[src/design/mmrh_pkg.sv]
// Package for the min/max range histogram unit: sizes, field widths, controller states
// and the command/status structs between controller and datapath. No dependencies.
`timescale 1ns / 1ps

package mmrh_pkg;

    localparam int MaxSamples = 1024;
    localparam int MaxBins    = 64;
    localparam int AddrW      = $clog2(MaxSamples);
    localparam int CountW     = $clog2(MaxSamples + 1);
    localparam int BinW       = $clog2(MaxBins);
    localparam int TotalW     = 11;
    localparam logic [TotalW-1:0] CountLimit = 11'd2047;
    // Quotient bits of a bin select, and the divider numerator width.
    localparam int QuotW      = 7;
    localparam int NumW       = 32 + QuotW + 1;

    localparam logic [0:0] RegBinCount = 1'b0;

    typedef enum logic [2:0] {
        ST_LOAD,
        ST_CLEAR,
        ST_READ,
        ST_DIVIDE,
        ST_COUNT,
        ST_BUMP,
        ST_EDGE,
        ST_EMIT
    } state_t;

    typedef struct packed {
        logic store_sample;
        logic start_pass;
        logic clear_bin;
        logic read_sample;
        logic start_bin_div;
        logic div_step;
        logic fetch_bin;
        logic count_bin;
        logic start_edge_div;
        logic emit_load;
        logic next_sample;
        logic next_bin;
        logic end_pass;
    } ctrl_t;

    typedef struct packed {
        logic samples_done;
        logic bins_done;
        logic div_done;
        logic empty_set;
    } status_t;

endpackage

[src/design/mmrh_ctrl.sv]
// Controller state machine for the min/max range histogram unit.
// Depends on mmrh_pkg for the state type and command/status structs.
`timescale 1ns / 1ps

module mmrh_ctrl
(
    input  logic              clk,
    input  logic              rst_n,
    input  logic              in_fire,
    input  logic              in_last,
    input  logic              out_free,
    input  mmrh_pkg::status_t status,
    output mmrh_pkg::ctrl_t   ctrl,
    output logic              busy
);

    mmrh_pkg::state_t state_reg, state_next;

    always_ff @(posedge clk or negedge rst_n)
    begin
        if (!rst_n)
        begin
            state_reg <= mmrh_pkg::ST_LOAD;
        end
        else
        begin
            state_reg <= state_next;
        end
    end

    always_comb
    begin
        state_next = state_reg;
        ctrl       = '0;
        busy       = 1'b1;
        unique case (state_reg)
            mmrh_pkg::ST_LOAD:
            begin
                busy = 1'b0;
                if (in_fire)
                begin
                    ctrl.store_sample = 1'b1;
                    if (in_last)
                    begin
                        ctrl.start_pass = 1'b1;
                        state_next = mmrh_pkg::ST_CLEAR;
                    end
                end
            end
            mmrh_pkg::ST_CLEAR:
            begin
                ctrl.clear_bin = 1'b1;
                ctrl.next_bin  = 1'b1;
                if (status.bins_done)
                begin
                    state_next = status.empty_set ? mmrh_pkg::ST_EMIT : mmrh_pkg::ST_READ;
                end
            end
            mmrh_pkg::ST_READ:
            begin
                ctrl.read_sample = 1'b1;
                state_next = mmrh_pkg::ST_DIVIDE;
            end
            mmrh_pkg::ST_DIVIDE:
            begin
                ctrl.start_bin_div = 1'b1;
                state_next = mmrh_pkg::ST_COUNT;
            end
            mmrh_pkg::ST_COUNT:
            begin
                if (status.div_done)
                begin
                    ctrl.fetch_bin = 1'b1;
                    state_next = mmrh_pkg::ST_BUMP;
                end
                else
                begin
                    ctrl.div_step = 1'b1;
                end
            end
            mmrh_pkg::ST_BUMP:
            begin
                ctrl.count_bin   = 1'b1;
                ctrl.next_sample = 1'b1;
                state_next = status.samples_done ? mmrh_pkg::ST_EMIT : mmrh_pkg::ST_READ;
            end
            mmrh_pkg::ST_EDGE:
            begin
                if (status.div_done)
                begin
                    if (out_free)
                    begin
                        ctrl.emit_load = 1'b1;
                        ctrl.next_bin  = 1'b1;
                        if (status.bins_done)
                        begin
                            ctrl.end_pass = 1'b1;
                            state_next = mmrh_pkg::ST_LOAD;
                        end
                        else
                        begin
                            state_next = mmrh_pkg::ST_EMIT;
                        end
                    end
                end
                else
                begin
                    ctrl.div_step = 1'b1;
                end
            end
            mmrh_pkg::ST_EMIT:
            begin
                ctrl.start_edge_div = 1'b1;
                state_next = mmrh_pkg::ST_EDGE;
            end
            default:
            begin
                state_next = mmrh_pkg::ST_LOAD;
            end
        endcase
    end

endmodule

[config.mk]
export PLATFORM = sky130hd
export DESIGN_NAME = mmrh_ctrl
export DESIGN_NICKNAME = d
export VERILOG_FILES = /design/src/design/mmrh_pkg.sv /design/src/design/mmrh_ctrl.sv
export SDC_FILE = /design/constraint.sdc
export NUM_CORES = 1
export LEC_CHECK = 0
export BUFFER_PORTS_ARGS = -buffer_cell sky130_fd_sc_hd__buf_2
export CAP_MARGIN = 25
export CORE_AREA = 5 5 42 44
export DETAILED_ROUTE_END_ITERATION = 8
export DIE_AREA = 0 0 47 49
export GPL_ROUTABILITY_DRIVEN = 0
export PLACE_DENSITY_LB_ADDON = 0.25
export SETUP_SLACK_MARGIN = 0.15
export SYNTH_ARGS = -nofsm -noshare
export SYNTH_HDL_FRONTEND = slang
export SYNTH_SLANG_ARGS = --single-unit
export TNS_END_PERCENT = 5
[constraint.sdc]
create_clock -name clk -period 1.6 [get_ports clk]
set_input_delay 0.4 -clock clk [delete_from_list [all_inputs] [get_ports clk]]
set_output_delay 0.4 -clock clk [all_outputs]
set_load 0.05 [all_outputs]
==> reports/results.ini, run 1 <==
[global_routing]
antenna_found_initial = 0
number_of_global_route_vias_before_repair = 413
grt_util_all_layers_pct = 10.4
grt_pass1_wl_mm = 1.83
grt_remaining_overflow = 0
grt_max_degree = 11

[finish]
finish.instance_area_um2 = 627
post_route_cells_drive_above_1_share_pct = 64.8
finalCoreUtilization_pct = 44.7
largest_register_ff_count = 3
layout.cells.most_common_list = buf_4 (11), buf_2 (9), buf_6 (8)
design.final.nets = 81
area_growth_pct = 108
most_frequent_standard_cell_in_the_layout_excluding_fill_and_tap_cells = buf_4
antenna_cells = 0

[sta]
finalMaxSlewViolations = 0
share_of_the_clock_period_used_by_the_worst_path_after_layout_pct = 110
hold_violations = 0
period_minus_slack_ns = 1.77
final_setup_fails = 11
maxClockFrequency_mhz = 566
worst_pin_slew_ns = 0.305
setup-tns-final_ns = -0.782
clock-skew-final_ns = 0.0000633
max_slew_margin_pct = 79.4
setup_ws_ns = -0.168
rsz0062_at_grt = true

[placement]
placement.cell_area_um2 = 499
place.detailed.hpwl_um = 753
portBuffers = 22

[clock_tree]
clock_tree_buffer_depth = 2
cts_tree = done
cts_made_buffers = 3
clock-root-buffer = clkbuf_4
clk_latency_ns = 0.23
clock_tree.htree_level_count = 1
clock_sink_count = 3
clk_pin_slew_worst_paths_ns = 0.04

[hold_path]
min-delay-path-class = in2reg

[routing]
routed_via_density = 4.74
detail_route.wl_per_cell_um = 11.9
dr.pass1.iters = 3
finalWirelength_mm = 1.04
initial_detailed_routing_violation_count = 3
detail_route.drc_violations = 0
vias = 412
antenna_violating_nets_post_route = 0

[synth]
syn_area_per_cell_um2 = 7.73
synth-seq-area-share_pct = 24.9
yosys.cell_types.count = 24
synthesis.yosys.warnings = 0
synth.ff_latch_count = 3
mappedNetlistArea_um2 = 302
synthesis.nets = 48
post_synth_inst_count = 39

[power]
power.leakage_nw = 0.304
report.power.total_mw = 1.40
irDropWorstVdd_mv = 0.866
powerDensity_nw_per_um2 = 2240

[setup_path]
cp_num_buf_inv = 2
worst-endpoint-arrival_ns = 1.37
critical_path.slowest_cell = dfrtp_1
worstPathMaxFanout = 4
critical_path_class = reg2out
required_time_worst_endpoint_ns = 1.20
crit_path_start_kind = register
critical_path.top_delay_family = simple AND/OR/NAND/NOR gates
critical_path.cell_chain = buf_6 > and4_4 > or2_4 > buf_8
crit_path_max_incr_delay_ns = 0.42
end_kind = output port

[floorplan]
core_um2 = 1400
floorplan.die.width_um = 47
design.portCount = 23
die-height_um = 49
die_area_um2 = 2300
count_of_standard_cell_rows = 14
initial_core_utilization_pct = 21.5

[run_status]
failing_checks = negative setup slack
run_status = finished, violations left

[flow_run]
maxCapViolations = 0

## per-stage QoR
| step | hold slack (ns) | setup WS (ns) | std cells |
|---|---|---|---|
| 6_report | 0.448 | -0.168 | 87 |
| 3_5_place_dp | 0.201 | 0.0137 | 81 |
| 4_1_cts | 0.443 | -0.156 | 87 |
| 3_3_place_gp | 0.199 | 0.00754 | 81 |
| 2_1_floorplan | 0.104 | -0.134 | 39 |
| 5_1_grt | 0.450 | -0.209 | 87 |
## cells by family after synthesis
kind of cell	count (synthesis)	synth area share, %
buffers and inverters	6	11.6
AND/OR/NAND/NOR	21	42.7
AO/OA/AOI/OAI	9	20.8
flip-flops	3	24.9
## power by group
part | total (mW) | internal, mW | switching (mW) | leakage (nW)
registers | 0.175 | 0.118 | 0.0571 | 0.0334
logic | 1.09 | 0.449 | 0.645 | 0.256
clock network | 0.133 | 0.0935 | 0.0396 | 0.0150
## area by class of cell
| cell class | count | area (um2) |
|---|---|---|
| clock buffer | 4 | 26.3 |
| fill | 142 | 774 |
| inverter | 3 | 13.8 |
| multi-input combinational | 30 | 240 |
| sequential | 3 | 76.3 |
| tap | 16 | 20.0 |
| timing repair buffer | 31 | 250 |
## what timing repair did
item / 4_1_cts / 5_1_grt
pin swaps: 4 / 0
endpoints found under the setup margin: 14 / 14
setup buffers: 1 / 0
hold buffers: 1 / 0
resized for setup: 26 / 1
endpoints found under the hold margin: 3 / 0
## worst paths after layout
check | slack [ns] | start | cells after the start | end
max | -0.17 | state_reg[1]$_DFFE_PN0P_ | 4 | ctrl[1]
min | 0.45 | status[3] | 3 | state_reg[0]$_DFFE_PN0P_
max reg2reg | 0.28 | state_reg[0]$_DFFE_PN0P_ | 4 | state_reg[0]$_DFFE_PN0P_
min reg2reg | 0.65 | state_reg[1]$_DFFE_PN0P_ | 2 | state_reg[2]$_DFFE_PN0P_
max in group asynchronous | 0.99 | rst_n | 2 | state_reg[0]$_DFFE_PN0P_
min in group asynchronous | 0.49 | rst_n | 2 | state_reg[1]$_DFFE_PN0P_
## cells in the mapped netlist
cell	n	area (um2)
o21ai_0	2	10.0
nor2_1	1	3.75
and4_1	2	17.5
nand3_1	1	5.00
a21o_1	1	7.51
nor2b_1	3	18.8
a221o_1	1	10.0
nor4bb_1	1	10.0
and2_1	2	12.5
dfrtp_1	3	75.1
buf_4	1	7.51
or2_1	1	6.26
and3_1	3	18.8
a211oi_1	1	7.51
a21oi_1	1	5.00
o221ai_1	1	8.76
inv_1	3	11.3
o211ai_1	1	7.51
nand2_1	2	7.51
nand4b_1	1	8.76
buf_2	1	5.00
buf_6	1	11.3
a31oi_1	1	6.26
nor3_1	4	20.0
## per-layer routing
| metal | track usage, % | vias up | wire, um |
|---|---|---|---|
| met1 | 12.8 | 195 | 409 |
| met3 | 4.43 | 0 | 54 |
| li1 | - | 207 | - |
| met2 | 17.0 | 10 | 571 |
| met4 | 1.38 | 0 | 0 |
| met5 | 0 | - | 0 |
## worst reg2reg max path, cell delays in order, from the launching register on
cell	delay, ns
dfrtp_2	0.44
buf_4	0.18
a21o_1	0.16
a221o_1	0.30
a31oi_1	0.16
(Power assumes the default switching activity.)
==> run 2, diff against run 1 <==
--- a/config.mk
+++ b/config.mk
@@ -13,6 +13,7 @@
 export GPL_ROUTABILITY_DRIVEN = 0
 export PLACE_DENSITY_LB_ADDON = 0.25
 export SETUP_SLACK_MARGIN = 0.15
+export SKIP_CTS_REPAIR_TIMING = 1
 export SYNTH_ARGS = -nofsm -noshare
 export SYNTH_HDL_FRONTEND = slang
 export SYNTH_SLANG_ARGS = --single-unit
==> run 2 against run 1 <==
The flow still finishes with violations (negative setup slack). Via count up 0.97%. Worst hold slack got worse by 0.00086 ns. Critical path depth unchanged. Cell count is 1.1% higher. Sequential share of layout area barely moved. Non-clock buffer count is 1 higher. Register-to-register slack lost 0.09 ns. Clock power about the same. Combinational power increased by 4%. Sequential power up 8%. Critical path type unchanged. Largest power group unchanged.
==> reports/results.ini, run 2 (synthesized netlist as in run 1, its figures left out) <==
[global_routing]
grt_util_all_layers_pct = 9.95
number_of_global_route_vias_before_repair = 393
grt_max_degree = 11
grt_remaining_overflow = 0
antenna_found_initial = 0
grt_pass1_wl_mm = 1.73

[setup_path]
worst-endpoint-arrival_ns = 1.36
critical_path_class = reg2out
crit_path_start_kind = register
worstPathMaxFanout = 4
cp_num_buf_inv = 2
critical_path.cell_chain = buf_6 > and4_4 > or2_4 > buf_8
required_time_worst_endpoint_ns = 1.20
crit_path_end = ctrl[1]
worst_r2r_startpoint = state_reg[2]$_DFFE_PN0P_
end_kind = output port
critical_path.slowest_cell = dfrtp_2
crit_path_max_incr_delay_ns = 0.43
critical_path.top_delay_family = flip-flops
r2r_cells = 5
startpoint = state_reg[1]$_DFFE_PN0P_
worstReg2RegEnd = state_reg[0]$_DFFE_PN0P_
path_depth = 4
internal_reg_to_reg_setup_slack_ns = 0.19

[clock_tree]
clk_pin_slew_worst_paths_ns = 0.04
cts_made_buffers = 3
cts_tree = done
clock_sink_count = 3
clock-root-buffer = clkbuf_4
clock_tree.htree_level_count = 1
clock_tree_buffer_depth = 2
clk_latency_ns = 0.23

[finish]
area_growth_pct = 114
finalCoreUtilization_pct = 46.1
antenna_cells = 0
post_layout_nonfiller_instances = 88
most_frequent_standard_cell_in_the_layout_excluding_fill_and_tap_cells = buf_2
finish.instance_area_um2 = 646
largest_register_ff_count = 3
post_route_cells_drive_above_1_share_pct = 68.1
fillCellCount = 144
design.final.nets = 82
layout.cells.most_common_list = buf_2 (12), buf_4 (9), buf_6 (8)

[routing]
detail_route.drc_violations = 0
antenna_violating_nets_post_route = 0
detail_route.wl_per_cell_um = 11.5
finalWirelength_mm = 1.01
dr.pass1.iters = 4
routed_via_density = 4.73
initial_detailed_routing_violation_count = 5
vias = 416

[floorplan]
die-height_um = 49
count_of_standard_cell_rows = 14
core_um2 = 1400
die_area_um2 = 2300
floorplan.die.width_um = 47
design.portCount = 23
initial_core_utilization_pct = 21.5

[sta]
max_slew_margin_pct = 79.4
setup_ws_ns = -0.162
final_setup_fails = 13
rsz0062_at_grt = true
maxClockFrequency_mhz = 567
share_of_the_clock_period_used_by_the_worst_path_after_layout_pct = 110
setup-tns-final_ns = -1.03
hold_violations = 0
finalMaxSlewViolations = 0
worst_pin_slew_ns = 0.304
clock-skew-final_ns = 0.000660
hold_slack_ns = 0.447
period_minus_slack_ns = 1.76

[placement]
dp_slack_ns = 0.0137
post-place-cells = 81
portBuffers = 22
place.detailed.hpwl_um = 753
placement.cell_area_um2 = 499

[power]
irDropWorstVdd_mv = 0.855
power.leakage_nw = 0.313
powerDensity_nw_per_um2 = 2250
report.power.total_mw = 1.45

[run_status]
run_status = finished, violations left
failing_checks = negative setup slack

[hold_path]
min-delay-path-class = in2reg

[flow_run]
maxCapViolations = 0

==> run 2: cell types whose count changed in the layout (fill, tap and decap cells not counted), sizes merged <==
cell  change
buf       +1
==> run 2: area by class of cell <==
class	count	area (um2)	share of cell area, %
multi-input combinational	30	256	39.7
timing repair buffer	32	250	38.8
sequential	3	78.8	12.2
clock buffer	4	26.3	4.07
tap	16	20.0	3.10
inverter	3	13.8	2.13
==> run 2: worst min-delay path by stage <==
| stage | start | to | slack, ns | cells past startpoint |
|---|---|---|---|---|
| after floorplan | rst_n | state_reg[0]$_DFFE_PN0P_ | 0.10 | 0 |
| after global placement | rst_n | state_reg[2]$_DFFE_PN0P_ | 0.20 | 1 |
| after detailed placement | rst_n | state_reg[1]$_DFFE_PN0P_ | 0.20 | 1 |
| after CTS | rst_n | state_reg[2]$_DFFE_PN0P_ | -0.04 | 1 |
| after global routing | status[3] | state_reg[0]$_DFFE_PN0P_ | 0.45 | 3 |
| final | status[3] | state_reg[0]$_DFFE_PN0P_ | 0.45 | 3 |
==> run 2: per-layer routing <==
metal / part of all wire (%) / up-vias / wire length (um) / GRT usage [%]
met5: 0 / - / 0 / 0
met4: 0 / 0 / 0 / 1.38
met3: 5.3 / 0 / 54 / 4.43
met2: 52 / 10 / 527 / 15.6
met1: 43 / 196 / 433 / 12.6
li1: - / 210 / - / -
==> run 2: where the power goes <==
group	total, mW	leakage (nW)	internal (mW)	switching [mW]
combinational	1.13	0.266	0.466	0.666
sequential	0.189	0.0317	0.123	0.0654
clock	0.133	0.0150	0.0935	0.0399
total	1.45	0.313	0.683	0.771
==> run 2: worst reg2reg max path: cells and delay by family (launching register included) <==
family,cells,cell delay (ns)
AO/OA/AOI/OAI,3,0.62
flip-flops,1,0.43
buffers and inverters,2,0.28
